## src/hdl/bmw_pkg.sv

```systemverilog
// shared constants, payload and control types for the binary morphology window filter
`timescale 1ns / 1ps

package bmw_pkg;

    // frame and window limits
    localparam int MAX_WIDTH  = 1024;
    localparam int MAX_HEIGHT = 1024;
    localparam int MAX_RADIUS = 2;

    // derived sizes
    localparam int WIN    = 2 * MAX_RADIUS + 1;
    localparam int RAM_W  = 2 * MAX_RADIUS;
    localparam int COL_W  = $clog2(MAX_WIDTH);
    localparam int ROW_W  = $clog2(MAX_HEIGHT);
    localparam int LW_W   = $clog2(MAX_WIDTH + 1);
    localparam int LH_W   = $clog2(MAX_HEIGHT + 1);
    localparam int RAD_W  = $clog2(MAX_RADIUS + 1);
    localparam int DLY_W  = $clog2(MAX_RADIUS * MAX_WIDTH + MAX_RADIUS + 1);
    localparam int CIDX_W = $clog2(WIN);
    localparam int XS_W   = COL_W + 3;
    localparam int YS_W   = ROW_W + 3;

    // register port sizes
    localparam int DIM_W      = 11;
    localparam int CFG_RAD_W  = 2;
    localparam int CFG_DATA_W = 11;

    // register indexes
    typedef enum logic [1:0] {
        CFG_WIDTH  = 2'd0,
        CFG_HEIGHT = 2'd1,
        CFG_RADIUS = 2'd2,
        CFG_MODE   = 2'd3
    } t_cfg_idx;

    // input and output items
    typedef struct packed {
        logic [7:0] pixel_value;
        logic       flush;
    } t_in_item;

    typedef struct packed {
        logic pixel_white;
        logic frame_last;
    } t_out_item;

    // programmed registers
    typedef struct packed {
        logic [DIM_W-1:0]     width;
        logic [DIM_W-1:0]     height;
        logic [CFG_RAD_W-1:0] radius;
        logic                 mode;
    } t_cfg;

    // per-frame settings after saturation
    typedef struct packed {
        logic [LW_W-1:0]  w;
        logic [LH_W-1:0]  h;
        logic [RAD_W-1:0] r;
        logic             m;
    } t_lat;

    // what travels with one beat down the pipeline
    typedef struct packed {
        logic             emit;
        logic             last;
        logic [COL_W-1:0] ox;
        logic [ROW_W-1:0] oy;
        t_lat             lat;
    } t_tok;

    // window controls shared by all column cells
    typedef struct packed {
        logic [COL_W-1:0] ox;
        logic [RAD_W-1:0] r;
        logic [LW_W-1:0]  w;
        logic             want;
        logic [WIN-1:0]   row_mask;
    } t_win;

endpackage

```

## src/hdl/bmw_cell.sv

```systemverilog
// one window column cell: holds a vertical pixel column and tests it against the window
`timescale 1ns / 1ps

module bmw_cell import bmw_pkg::*; (
    input  logic              i_clk,
    input  logic              i_shift,
    input  logic [WIN-1:0]    i_vec,
    input  logic [CIDX_W-1:0] i_idx,
    input  t_win              i_win,
    output logic [WIN-1:0]    o_vec,
    output logic              o_hit
);

    logic [WIN-1:0]  r_vec;
    logic [XS_W-1:0] x_base;
    logic [XS_W-1:0] x_idx;
    logic [XS_W-1:0] x_two_r;
    logic            col_ok;

    // column taken from the left neighbour on every beat
    always_ff @(posedge i_clk) begin
        if (i_shift) begin
            r_vec <= i_vec;
        end
    end

    // column position ox + r - idx must lie inside the window and the image
    always_comb begin
        x_base  = XS_W'(i_win.ox) + XS_W'(i_win.r);
        x_idx   = XS_W'(i_idx);
        x_two_r = XS_W'(i_win.r) << 1;
        col_ok  = (x_idx <= x_two_r) && (x_base >= x_idx) &&
                  ((x_base - x_idx) < XS_W'(i_win.w));
        o_hit   = col_ok && (|(~(r_vec ^ {WIN{i_win.want}}) & i_win.row_mask));
    end

    assign o_vec = r_vec;

endmodule

```

## config.mk

```make
export PLATFORM = sky130hd
export DESIGN_NAME = bmw_cell
export DESIGN_NICKNAME = d
export VERILOG_FILES = /design/src/hdl/bmw_pkg.sv /design/src/hdl/bmw_cell.sv
export SDC_FILE = /design/constraint.sdc
export NUM_CORES = 1
export LEC_CHECK = 0
export BUFFER_PORTS_ARGS = -buffer_cell sky130_fd_sc_hd__buf_2
export CAP_MARGIN = 40
export CORE_MARGIN = 2
export CORE_UTILIZATION = 53
export CTS_CLUSTER_SIZE = 24
export DETAILED_ROUTE_END_ITERATION = 12
export PLACE_DENSITY_LB_ADDON = 0.05
export SETUP_SLACK_MARGIN = 0.05
export SYNTH_ARGS = -nofsm -noshare
export SYNTH_HDL_FRONTEND = slang
export SYNTH_SLANG_ARGS = --single-unit
```

## constraint.sdc

```tcl
create_clock -name i_clk -period 6.6 [get_ports i_clk]
set_input_delay 0.66 -clock i_clk [delete_from_list [all_inputs] [get_ports i_clk]]
set_output_delay 0.66 -clock i_clk [all_outputs]
set_load 0.05 [all_outputs]
```

Word level (Yosys, flattened, before mapping) --
Cells that the tools add are included.
Storage, ports and cells: bits in registers 5, input bits 39, output and inout port bits 6, logic and storage cells 13
Cells by class: $add $sub $neg 2, $lt $le $gt $ge 3, bitwise operators 3, reductions and logical operators 4
Operators by type and width (count):
- 13-bit by 11-bit < comparator with 1-bit output | 1
- 11-bit by 3-bit subtractor with 12-bit output | 1
- 10-bit by 2-bit adder with 11-bit output | 1
- 11-bit by 3-bit greater-or-equal comparator with 1-bit output | 1
- 5-bit bitwise AND | 1
- 5-bit NOT | 1
- 5-bit OR reduction | 1
- 5-bit bitwise XOR | 1
- 3-bit <= comparator | 1
- 1-bit logical AND | 3

Longest topological paths before layout --
depth in word-level cells 5, mapped depth 13, mapped depth without buffers 13

Worst setup path before layout --
Ideal clock, no wire load.
kind input to output, from input i_win[17] (netlist name), to output o_hit, arrival 4.055 ns, required time 5.940 ns, path slack 1.885 ns, stages 12, path buffers 0, cells stage by stage ha_1 fa_1 xor2_1 ha_1 a21oi_2 o2bb2ai_1 nand3_1 ha_1 a21o_1 a21oi_1 o211ai_1 nor4_2
Between the ends: longest elaborated chain between the ends 5, elaborated cells on any way between the ends 8, those cells by class add/sub (2); order compare (3); reduce/logical (3)
RTL lines:
- start: declaration | RTL line bmw_cell.sv:9 | input t_win i_win,
- 10-bit by 2-bit adder with 11-bit output | RTL line bmw_cell.sv:29 | x_base = XS_W'(i_win.ox) + XS_W'(i_win.r);
- 11-bit by 3-bit subtractor with 12-bit output / 11-bit by 3-bit greater-or-equal comparator with 1-bit output (equally long branches) | RTL line bmw_cell.sv:33, bmw_cell.sv:32
- 13-bit by 11-bit < comparator with 1-bit output / 1-bit logical AND (equally long branches) | RTL line bmw_cell.sv:33, bmw_cell.sv:32
- 1-bit logical AND (*) | RTL line bmw_cell.sv:32 | col_ok = (x_idx <= x_two_r) && (x_base >= x_idx) &&
- 1-bit logical AND (*) | RTL line bmw_cell.sv:34 | o_hit = col_ok && (|(~(r_vec ^ {WIN{i_win.want}}) & i_win.row_mask));
- end: declaration | RTL line bmw_cell.sv:11 | output logic o_hit
Every way passes the cells marked *; elsewhere a longest branch is shown, timed or not.

Worst setup path after layout --
Same ends and word-level chain as after synthesis.

==> flow_summary.toml <==
[floorplan]
dieArea_sq_mm = 0.00256
rows = 16
die_w_microns = 50.6
die_h_microns = 50.6
core_sq_mm = 0.00200
start_util_pct = 57.6
ios = 45

[global_routing]
grt_max_degree = 14
grt.overflow.total = 0
grt_pass1_wl_microns = 4790
track_usage_pct = 23.9
grt_pass1_vias = 1166
antenna_found_initial = 0

[status]
status = "finished, final reports clean"

[sta]
slew_headroom_pct = 70.8
setup_ws_ns = 1.98
min_period_over_period_pct = 69.9
slew_violations = 0
max_slew.worst_pin.slew_ns = 0.438
tns_ns = 0
rsz0062_at_grt = "false"
clock.fmax_mhz = 217
finalSetupViolCount = 0
final-hold-violation-count = 0
finalCriticalPeriod_ns = 4.62

[clock_network]
path_clk_slew_ns = 0.05
cts_tree = "yes"
numCtsBuffers = 3
cts_setup_buffers = 0
cts_hold_buf = 0
cts_resized = 0
htreeDepth = 1
cts_sinks = 5
cts-root-buf = "clkbuf_4"
cts_buffer_depth = 2

[yosys]
syn_nets = 200
yosysTopAreaCell = "ha_1"
synth_area_leaders = "ha_1, edfxtp_1, inv_1, xor2_1, nand3_1"
yosysUniqueCellTypes = 47
async_flop_share_pct = 0
syn-instance-count = 142
synth_area_sq_mm = 0.00115
ys.flop_type = "edfxtp_1"
synth-seq-cells = 5
synth_top_area_share_pct = 18.5
yosysWarningCount = 0
syn_area_per_cell_sq_um = 8.12
seq_area_frac_synth_pct = 13.0
synth-edff-count = 5

[critical_path]
cp.buffers_inverters = 2
critPathCaptureType = "primary output"
cp_top_family = "adder cells"
max_stage_delay_ns = 0.49
worstPathArrival_ns = 3.96
cp_data_required_time_ns = 5.94
crit_path_frequent_cell = "ha_1"
crit_type = "primary input to primary output"
crit_slowest_cell = "fa_1"
crit_path_end = "o_hit"
path_cells = "buf_2 -> ha_1 -> fa_1 -> xor2_1 -> ha_1 -> a21oi_2 -> o2bb2ai_1 -> nand3_1 -> ha_1 -> a21o_1 -> a21oi_1 -> o211ai_1 -> nor4_2 -> buf_2"
cp_max_fo = 10
crit_cells = 14
startpoint_type = "primary input"
crit_path_start = "i_win[17]"

[layout]
num_antenna_cells = 0
drive_gt1_share_pct = 30.1
largest_register_ff_count = 5
final_cell_mix = "buf_2, inv_1, ha_1"
layout_commonest_cell = "buf_2"
nets = 245
nFillCells = 179
syn2layout_area_growth_pct = 22.0

[detailed_routing]
wl_microns = 2690
vias = 1222
drt-wirelength-per-cell_microns = 12.6
drc = 0
viasPerCell = 5.74
dr.pass1.iters = 4
drtIter0Drc = 32
ant_nets = 0

[power_and_ir_drop]
p_per_area_mw_per_mm2 = 135
switching_share_pct = 43.0
intPower_uw = 108
ir_worst_vdd_mv = 0.137
clkPwrFrac_pct = 18.0
p_leak_uw = 0.000736
power_frac_comb_pct = 60.9
p_seq_share_pct = 21.0
p_switching_uw = 81.4

[job]
cap_violations = 0

[place]
portBuffers = 44
dpl.hpwl_microns = 2290
post-place-ws_ns = 1.98
gp_congestion = 0.870

[hold_path]
holdCritPathClass = "primary input to flip-flop"
min_from = "i_vec[2]"
## kinds of logic (layout without fill, tap and decap cells)
kind of cell | count (synthesis) | after routing | synth area share [%]
AO/OA/AOI/OAI | 35 | 35 | 23.9
XOR/XNOR | 11 | 11 | 8.36
adder cells (fa/ha/maj) | 19 | 19 | 21.9
buffers and inverters | 27 | 71 | 9.77
flip-flops | 5 | 5 | 13.0
multiplexers | 2 | 2 | 1.74
AND/OR/NAND/NOR | 43 | 43 | 21.3
## Yosys cell counts, types with 2 or more instances
master	instances
o211ai_1	3
a21oi_2	2
a31oi_1	2
xnor2_1	5
inv_1	23
a21oi_1	6
and3_1	3
a222oi_1	2
nand4_1	2
nand2_1	9
o221ai_1	2
mux2i_1	2
nand3_1	9
fa_1	2
ha_1	17
nor2b_1	2
nor3_1	6
a21o_1	4
clkbuf_1	2
edfxtp_1	5
nor2_1	2
xor2_1	6
o21a_1	2
## final cells by class
cell class / instances / area (sq um) / area share [%]
Multi-Input combinational cell: 110 / 890 / 63.3
Timing Repair Buffer: 44 / 220 / 15.7
Sequential cell: 5 / 150 / 10.7
Inverter: 23 / 86.3 / 6.14
Tap cell: 27 / 33.8 / 2.40
Clock buffer: 4 / 26.3 / 1.87
## metal layers
layer  track usage, %  vias to the layer above  wire length, microns
li1                 -                      609                     -
met1             27.0                      574                  1120
met2             46.3                       33                  1420
met3             1.79                        6                    79
met4             8.11                        0                    69
met5                0                        -                     0
## power by group through the flow
stage,clock network (uW),registers (uW),logic (uW)
floorplan,0,48.8,73.3
global placement,0,40.2,109
detailed placement,0,40.3,115
CTS,35.3,39.8,115
global route,37.8,40.2,131
finish,34.2,39.9,115
## through the flow
| step | cells | util, % | area (sq um) | total power [uW] | hold WS (ns) |
|---|---|---|---|---|---|
| detailed placement | 209 | 68.9 | 1380 | 155 | 0.839 |
| CTS | 213 | 70.3 | 1410 | 190 | 0.596 |
| finish | 213 | 70.3 | 1410 | 189 | 0.600 |
| global route | 213 | 70.3 | 1410 | 209 | 0.585 |
| floorplan | 142 | - | 1150 | 122 | 0.759 |
| global placement | 209 | 68.9 | 1380 | 150 | 0.837 |
## worst min path at each step
stage / slack, ns / to / depth (start not counted)
after detailed placement: 0.84 / o_vec[2] / 1
after floorplan: 0.76 / o_vec[0] / 0
final: 0.60 / o_vec[2] / 1
after global routing: 0.59 / o_vec[2] / 1
after CTS: 0.60 / o_vec[2] / 1
after global placement: 0.84 / o_vec[1] / 1
Note: power is estimated with default switching activity, not from simulation.
