### config.mk
export PLATFORM = sky130hd
export DESIGN_NAME = bmw_seq
export DESIGN_NICKNAME = d
export VERILOG_FILES = /design/src/hdl/bmw_pkg.sv /design/src/hdl/bmw_seq.sv
export SDC_FILE = /design/constraint.sdc
export NUM_CORES = 1
export LEC_CHECK = 0
export BUFFER_PORTS_ARGS = -buffer_cell sky130_fd_sc_hd__buf_4
export CAP_MARGIN = 0
export CORE_ASPECT_RATIO = 1.4
export CORE_MARGIN = 10
export CORE_UTILIZATION = 55
export DETAILED_ROUTE_END_ITERATION = 10
export GPL_TIMING_DRIVEN = 1
export PLACE_DENSITY_LB_ADDON = 0.15
export SYNTH_ARGS = -nofsm -noshare
export SYNTH_HDL_FRONTEND = slang
export SYNTH_SLANG_ARGS = --single-unit
### constraint.sdc
create_clock -name i_clk -period 16.2 [get_ports i_clk]
set_input_delay 2.43 -clock i_clk [delete_from_list [all_inputs] [get_ports i_clk]]
set_output_delay 2.43 -clock i_clk [all_outputs]
set_load 0.03 [all_outputs]
### src/hdl/bmw_pkg.sv
// shared constants, payload and control types for the binary morphology window filter
`timescale 1ns / 1ps

package bmw_pkg;

    // frame and window limits
    localparam int MAX_WIDTH  = 1024;
    localparam int MAX_HEIGHT = 1024;
    localparam int MAX_RADIUS = 2;

    // derived sizes
    localparam int WIN    = 2 * MAX_RADIUS + 1;
    localparam int RAM_W  = 2 * MAX_RADIUS;
    localparam int COL_W  = $clog2(MAX_WIDTH);
    localparam int ROW_W  = $clog2(MAX_HEIGHT);
    localparam int LW_W   = $clog2(MAX_WIDTH + 1);
    localparam int LH_W   = $clog2(MAX_HEIGHT + 1);
    localparam int RAD_W  = $clog2(MAX_RADIUS + 1);
    localparam int DLY_W  = $clog2(MAX_RADIUS * MAX_WIDTH + MAX_RADIUS + 1);
    localparam int CIDX_W = $clog2(WIN);
    localparam int XS_W   = COL_W + 3;
    localparam int YS_W   = ROW_W + 3;

    // register port sizes
    localparam int DIM_W      = 11;
    localparam int CFG_RAD_W  = 2;
    localparam int CFG_DATA_W = 11;

    // register indexes
    typedef enum logic [1:0] {
        CFG_WIDTH  = 2'd0,
        CFG_HEIGHT = 2'd1,
        CFG_RADIUS = 2'd2,
        CFG_MODE   = 2'd3
    } t_cfg_idx;

    // input and output items
    typedef struct packed {
        logic [7:0] pixel_value;
        logic       flush;
    } t_in_item;

    typedef struct packed {
        logic pixel_white;
        logic frame_last;
    } t_out_item;

    // programmed registers
    typedef struct packed {
        logic [DIM_W-1:0]     width;
        logic [DIM_W-1:0]     height;
        logic [CFG_RAD_W-1:0] radius;
        logic                 mode;
    } t_cfg;

    // per-frame settings after saturation
    typedef struct packed {
        logic [LW_W-1:0]  w;
        logic [LH_W-1:0]  h;
        logic [RAD_W-1:0] r;
        logic             m;
    } t_lat;

    // what travels with one beat down the pipeline
    typedef struct packed {
        logic             emit;
        logic             last;
        logic [COL_W-1:0] ox;
        logic [ROW_W-1:0] oy;
        t_lat             lat;
    } t_tok;

    // window controls shared by all column cells
    typedef struct packed {
        logic [COL_W-1:0] ox;
        logic [RAD_W-1:0] r;
        logic [LW_W-1:0]  w;
        logic             want;
        logic [WIN-1:0]   row_mask;
    } t_win;

endpackage

### src/hdl/bmw_seq.sv
// frame sequencer: raster counters, start-up delay and output position per beat
`timescale 1ns / 1ps

module bmw_seq import bmw_pkg::*; (
    input  logic             i_clk,
    input  logic             i_rst_n,
    input  logic             i_acc,
    input  t_in_item         i_item,
    input  t_cfg             i_cfg,
    output logic             o_beat,
    output t_tok             o_tok,
    output logic [COL_W-1:0] o_rd_col,
    output logic             o_pix
);

    logic             r_active;
    t_lat             r_lat;
    logic [DLY_W-1:0] r_delay;
    logic [DLY_W-1:0] r_lead;
    logic [COL_W-1:0] r_in_col;
    logic [LH_W-1:0]  r_in_row;
    logic [COL_W-1:0] r_out_col;
    logic [ROW_W-1:0] r_out_row;

    logic             start;
    logic             done_reg;
    t_lat             cfg_lat;
    t_lat             lat_cur;
    logic [DLY_W-1:0] delay_cur;
    logic [DLY_W-1:0] lead_cur;
    logic [COL_W-1:0] in_col_cur;
    logic [LH_W-1:0]  in_row_cur;
    logic [COL_W-1:0] out_col_cur;
    logic [ROW_W-1:0] out_row_cur;
    logic             done_cur;
    logic             emit;
    logic             last;
    logic             in_wrap;
    logic             out_wrap;

    // saturate the programmed registers into their legal ranges
    always_comb begin
        if (i_cfg.width == '0) begin
            cfg_lat.w = LW_W'(1);
        end else if (32'(i_cfg.width) > MAX_WIDTH) begin
            cfg_lat.w = LW_W'(MAX_WIDTH);
        end else begin
            cfg_lat.w = LW_W'(i_cfg.width);
        end
        if (i_cfg.height == '0) begin
            cfg_lat.h = LH_W'(1);
        end else if (32'(i_cfg.height) > MAX_HEIGHT) begin
            cfg_lat.h = LH_W'(MAX_HEIGHT);
        end else begin
            cfg_lat.h = LH_W'(i_cfg.height);
        end
        if (32'(i_cfg.radius) > MAX_RADIUS) begin
            cfg_lat.r = RAD_W'(MAX_RADIUS);
        end else begin
            cfg_lat.r = RAD_W'(i_cfg.radius);
        end
        cfg_lat.m = i_cfg.mode;
    end

    // classify the transfer and work out this beat's positions
    always_comb begin
        done_reg    = r_in_row >= r_lat.h;
        start       = !r_active && !i_item.flush;
        o_beat      = i_acc && (r_active ? !(i_item.flush && !done_reg) : !i_item.flush);
        lat_cur     = start ? cfg_lat : r_lat;
        delay_cur   = start ? (DLY_W'(cfg_lat.r) * DLY_W'(cfg_lat.w) + DLY_W'(cfg_lat.r))
                            : r_delay;
        lead_cur    = start ? '0 : r_lead;
        in_col_cur  = start ? '0 : r_in_col;
        in_row_cur  = start ? '0 : r_in_row;
        out_col_cur = start ? '0 : r_out_col;
        out_row_cur = start ? '0 : r_out_row;
        done_cur    = in_row_cur >= lat_cur.h;
        emit        = lead_cur == delay_cur;
        in_wrap     = LW_W'(in_col_cur) == (lat_cur.w - LW_W'(1));
        out_wrap    = LW_W'(out_col_cur) == (lat_cur.w - LW_W'(1));
        last        = out_wrap && (LH_W'(out_row_cur) == (lat_cur.h - LH_W'(1)));

        o_tok.emit  = emit;
        o_tok.last  = last;
        o_tok.ox    = out_col_cur;
        o_tok.oy    = out_row_cur;
        o_tok.lat   = lat_cur;
        o_rd_col    = in_col_cur;
        o_pix       = |i_item.pixel_value;
    end

    // counters advance once per beat
    always_ff @(posedge i_clk) begin
        if (!i_rst_n) begin
            r_active  <= 1'b0;
            r_lat     <= '{w: LW_W'(640), h: LH_W'(480), r: RAD_W'(1), m: 1'b0};
            r_delay   <= '0;
            r_lead    <= '0;
            r_in_col  <= '0;
            r_in_row  <= '0;
            r_out_col <= '0;
            r_out_row <= '0;
        end else if (o_beat) begin
            r_lat   <= lat_cur;
            r_delay <= delay_cur;
            r_lead  <= emit ? lead_cur : lead_cur + DLY_W'(1);
            // input raster keeps running past the frame so the line store stays aligned
            if (in_wrap) begin
                r_in_col <= '0;
                r_in_row <= done_cur ? in_row_cur : in_row_cur + LH_W'(1);
            end else begin
                r_in_col <= in_col_cur + COL_W'(1);
                r_in_row <= in_row_cur;
            end
            if (emit) begin
                r_out_col <= out_wrap ? '0 : out_col_cur + COL_W'(1);
                r_out_row <= out_wrap ? out_row_cur + ROW_W'(1) : out_row_cur;
            end else begin
                r_out_col <= out_col_cur;
                r_out_row <= out_row_cur;
            end
            r_active <= !(emit && last);
        end
    end

`ifndef NO_ASSERTIONS
    // start-up count never runs past the frame delay
    a_lead_bound: assert property (@(posedge i_clk) disable iff (!i_rst_n)
        r_active |-> (r_lead <= r_delay))
        else $error("start-up count beyond delay");

    // input row saturates at the frame height
    a_row_bound: assert property (@(posedge i_clk) disable iff (!i_rst_n)
        r_active |-> (r_in_row <= r_lat.h))
        else $error("input row beyond frame");

    // no output position beyond the frame while a frame is open
    a_out_bound: assert property (@(posedge i_clk) disable iff (!i_rst_n)
        r_active |-> (LH_W'(r_out_row) < r_lat.h))
        else $error("output row beyond frame");
`endif

endmodule

== Yosys cells after proc, flatten, opt, wreduce, memory -nomap -nowiden ==
Index checks and enable logic that the tools add are counted.
Cells by class
  order comparisons: 5
  multiply operators: 1
  reductions and logical operators: 13
  muxes and demuxes: 21
  add/sub/neg operators: 8
  equality and inequality tests: 4
Operators with widths (count)
  10-bit two-way mux: 8
  11-bit two-way mux: 7
  12-bit two-way mux: 3
  10-bit by 11-bit equality test with 1-bit output: 3
  10-bit by 1-bit adder with 10-bit output, second input constant: 3
  25-bit two-way mux: 1
  11-bit greater-or-equal comparator: 2
  11-bit > comparator, second input constant: 2
  11-bit zero test: 2
  11-bit by 1-bit subtractor with 11-bit output, second input constant: 2
  12-bit by 1-bit adder with 12-bit output, second input constant: 1
  12-bit by 2-bit adder with 12-bit output: 1
  12-bit equality test: 1
  2-bit by 11-bit multiplier with 12-bit output: 1
  11-bit by 1-bit adder with 11-bit output, second input constant: 1
  8-bit OR reduction: 1
  1-bit logical AND: 5
  1-bit zero test: 5
  2-bit > comparator, second input constant: 1
  2-bit two-way mux: 1
  1-bit two-way mux: 1
Word-level totals
  input port bits: 37
  word-level logic and storage cells: 63
  output and inout bits: 59
  register bits after elaboration: 91

== Logic depth before layout (Yosys ltp) ==
  depth after elaboration: 9
  mapped depth: 21
  gate-level depth less buffers: 18

== Worst setup path after synthesis ==
OpenSTA, ideal clock, no wires.
  path kind: input to output
  start: input i_item[0] (netlist bit)
  end: output o_tok[45] (netlist bit)
  path buffers: 8
  arrival time: 6428 ps
  slack: 7342 ps
  data required time: 13770 ps
  cell stages on the path: 17
  path through: or2_1 -> buf_4 -> buf_4 -> clkbuf_1 -> clkbuf_1 -> clkbuf_1 -> clkbuf_1 -> clkbuf_1 -> a21oi_1 -> ha_1 -> mux2i_1 -> a21boi_0 -> a2111oi_1 -> o2111ai_1 -> nor4_1 -> nor4b_1 -> buf_4
Between the ends
  longest elaborated chain between the ends: 6
  elaborated cells on any way between the ends: 10
  classes of those cells: add/sub (2); eq/ne (2); mux (3); reduce/logical (3)
RTL lines
  from (decl): line bmw_seq.sv:8  | input t_in_item i_item,
  1-bit zero test (*): line bmw_seq.sv:68  | start = !r_active && !i_item.flush;
  1-bit logical AND (*): line bmw_seq.sv:68
  25-bit two-way mux: line bmw_seq.sv:70  | lat_cur = start ? cfg_lat : r_lat;
  11-bit by 1-bit subtractor with 11-bit output (on tied branches): line bmw_seq.sv:81, bmw_seq.sv:82
  10-bit by 11-bit equality test with 1-bit output (on tied branches): line bmw_seq.sv:81, bmw_seq.sv:82
  1-bit logical AND (*): line bmw_seq.sv:82  | last = out_wrap && (LH_W'(out_row_cur) == (lat_cur.h - LH_W'(1)));
  to (decl): line bmw_seq.sv:11  | output t_tok o_tok,
Every way passes the cells marked *; elsewhere a longest branch is shown, timed or not.

==> results_dict.tcl <==
set metrics [dict create \
    outcome "complete, no violations" \
    dieHeight_um 164 \
    initial_core_util 0.561 \
    finalMaxSlewViolations 0 \
    worstSkewPairLatency_ns 0.36 \
    max_stage_delay_ns 0.52 \
    clk_path_buf_depth 2 \
    drcViolationCount 0 \
    synth_edf_count 0 \
    path_max_fanout 8 \
    grt-ovfl-total 0 \
    die_area_um2 20000 \
    port-buffer-count 95 \
    period_minus_slack_ns 9.33 \
    critPathLaunchType "primary input" \
    worstSetupPathType "in -> out" \
    p_total_mw 0.610 \
    clkTransAtPathRegs_ns 0.07 \
    fmax_mhz 107 \
    layout-drive-gt1-share 0.139 \
    yosysUniqueCellTypes 87 \
    synthFlopType "dfxtp_1" \
    hold_buffers 0 \
    synth_warnings 0 \
    grt_pass1_wl_um 40300 \
    power.density_nw_per_um2 67.0 \
    rows 52 \
    cts_made_buffers 9 \
    slew-limit-headroom 0.267 \
    cts.htree.levels 3 \
    async_reset_ff_frac 0 \
    cp_slowest_cell "nor4_1" \
    cpMostUsedCell "inv_1" \
    final-hold-violation-count 0 \
    path_cells "buf_4 > nor4_1 > nand3_1 > a21oi_1 > nand2_1 > fa_1 > inv_1 > ha_1 > inv_1 > fa_1 > nand2b_1 > a21oi_1 > a211o_1 > mux2_2 > o31ai_1 > nand3_2 > inv_1 > buf_4" \
    first_global_vias 7939 \
    endpoint_kind "primary output" \
    setup-tns-final_ns 0 \
    avgRoutedWirePerCell_um 18.6 \
    cts_sinks 91 \
    clkPwrFrac 0.351 \
    rsz0062_at_grt "no" \
    synth.net_count 1187 \
    grt_max_degree 65 \
    cp_num_buf_inv 5 \
    cts_tree "done" \
    synthToLayoutAreaGrowth_pct 12.3 \
    core-area_um2 14400 \
    dp.final_hpwl_um 18500 \
    path_delay_family "simple AND/OR/NAND/NOR gates" \
    nets 1229 \
    die_w_um 123 \
    clockRootBuffer "clkbuf_16" \
    antenna_cells 0 \
    postLayoutCoreUtil 0.630 \
    grt_usage 0.245 \
    synth_area_um2 8100 \
    first_pass_iters 4 \
    num_vias 8298 \
    worst_pin_slew_ns 1.10 \
    internal_power_mw 0.397 \
    fin_crit_sh 0.576 \
    ys_seq_area_frac 0.225 \
    pwr-share-comb 0.265 \
    cap_violations 0 \
    cts_resized 0 \
    finalWirelength_um 24800 \
    p_seq_frac 0.385 \
    finalClockSkew_ns 0.0102 \
    cts_setup_buffers 0 \
    antenna_found_initial 0 \
    required_ns 13.77 \
    gp_congestion 0.944 \
    ant_nets 0 \
    p_leak_nw 3.89 \
    hp-class "reg -> reg" \
    p_sw_mw 0.212 \
    finalNonFillerCells 1336 \
    viasPerCell 6.21 \
    arrival_ns 6.90 \
    placed_cells 1320 \
    synth_cells 1100 \
    swShare 0.348 \
    syn_area_per_cell_um2 7.36 \
    ir_drop_uv 40.7 \
    ioPinCount 96 \
    initialDrtViolationCount 573 \
    synth_seq_cells 91 \
    setup_viol 0 \
]
==> layer usage <==
metal / wire length, um / up-vias / global-route usage
li1: - / 4065 / -
met1: 10100 / 3876 / 0.285
met2: 12400 / 300 / 0.431
met3: 1380 / 57 / 0.0342
met4: 911 / 0 / 0.114
met5: 0 / - / 0
==> synth_stat cells, types with 9 or more instances <==
master     number  share of area
a211oi_1       19          0.018
a21o_1         10         0.0093
a21oi_1        57          0.035
and2_1         46          0.036
and3_1         23          0.018
clkbuf_1       57          0.026
dfxtp_1        91           0.22
ha_1           48          0.074
inv_1          63          0.029
mux2i_1        24          0.030
nand2_1       151          0.070
nand3_1        57          0.035
nand4_1        24          0.019
nor2_1         70          0.032
nor3_1         18          0.011
nor4_1         19          0.015
nor4b_1        12          0.013
o2111ai_1      13          0.014
o21a_1          9         0.0083
o21ai_0        46          0.028
o31ai_1        14          0.013
xnor2_1        23          0.025
xor2_1         21          0.023
==> state kept, by name, indices dropped and copies added, names as in the netlist <==
name       cells
r_active       1
r_delay       12
r_in_col      10
r_in_row      11
r_lat         25
r_lead        12
r_out_col     10
r_out_row     10
==> final timing paths <==
kind / startpoint / endpoint / slack (ns) / cells after the start
worst max-delay path: i_cfg[21] / o_tok[46] / 6.87 / 18
worst min-delay path: r_lat[2] / r_lat[2] / 0.46 / 2
worst max register to register: r_active / r_in_row[10] / 11.14 / 15
worst min register to register: r_lat[2] / r_lat[2] / 0.46 / 2
==> cell type report <==
class | instances | area, um^2
Sequential cell | 91 | 1820
Multi-Input combinational cell | 871 | 5720
Clock inverter | 7 | 67.6
Timing Repair Buffer | 103 | 773
Fill cell | 1357 | 5350
Inverter | 66 | 248
Tap cell | 189 | 236
Clock buffer | 9 | 225
==> power by group through the flow <==
| stage | clock [mW] | sequential (mW) | combinational (mW) |
|---|---|---|---|
| global route | 0.225 | 0.235 | 0.177 |
| finish | 0.214 | 0.234 | 0.161 |
| global placement | 0 | 0.239 | 0.158 |
| floorplan | 0 | 0.237 | 0.116 |
| detailed placement | 0 | 0.240 | 0.160 |
| CTS | 0.216 | 0.234 | 0.161 |
==> kinds of logic after synthesis <==
group                    count (synthesis)  synth area share
XOR/XNOR                                48            0.0587
multiplexers                            28            0.0352
AO/OA/AOI/OAI                          252             0.211
buffers and inverters                  138            0.0692
AND/OR/NAND/NOR                        493             0.322
flip-flops                              91             0.225
adder cells (fa/ha/maj)                 50            0.0791
==> worst reg2reg max path: stages (launching register included) <==
cell and delay [ns]:
dfxtp_1 0.30, buf_4 0.22, or2_2 0.38, buf_4 0.27
buf_4 0.36, o31ai_1 0.69, ha_1 0.34, nand2b_1 0.14
a21o_1 0.18, a21o_1 0.18, a211oi_1 0.22, o21ai_0 0.15
a221o_1 0.45, or4_4 0.63, nor3_1 0.29, mux2i_1 0.20
==> cell usage in the layout (no fill, tap or decap), drive strengths merged, types with 4 or more instances in the layout <==
cell	instances
nand2	152
buf	103
dfxtp	91
nor2	72
inv	69
a21oi	61
nand3	58
o21ai	51
ha	48
and2	47
nand4	24
mux2i	24
and3	23
xnor2	23
nor3	23
xor2	21
nor4	20
a211oi	19
o31ai	14
o2111ai	13
nor4b	13
or4	11
a21o	10
o21a	9
clkbuf	9
nand2b	8
or3	8
o22ai	8
a31oi	8
a22oi	7
o211ai	7
nand3b	7
or2	6
nor3b	5
a32oi	4
mux2	4
xnor3	4
or3b	4
==> stage by stage <==
step	worst slack (ns)	hold slack (ns)	cell area, um^2
global route	6.41	0.477	9090
global placement	7.04	0.439	8800
floorplan	7.34	0.432	8100
CTS	6.94	0.459	9090
detailed placement	6.95	0.448	8800
finish	6.87	0.457	9090
Power figures use the tool's default switching activity.
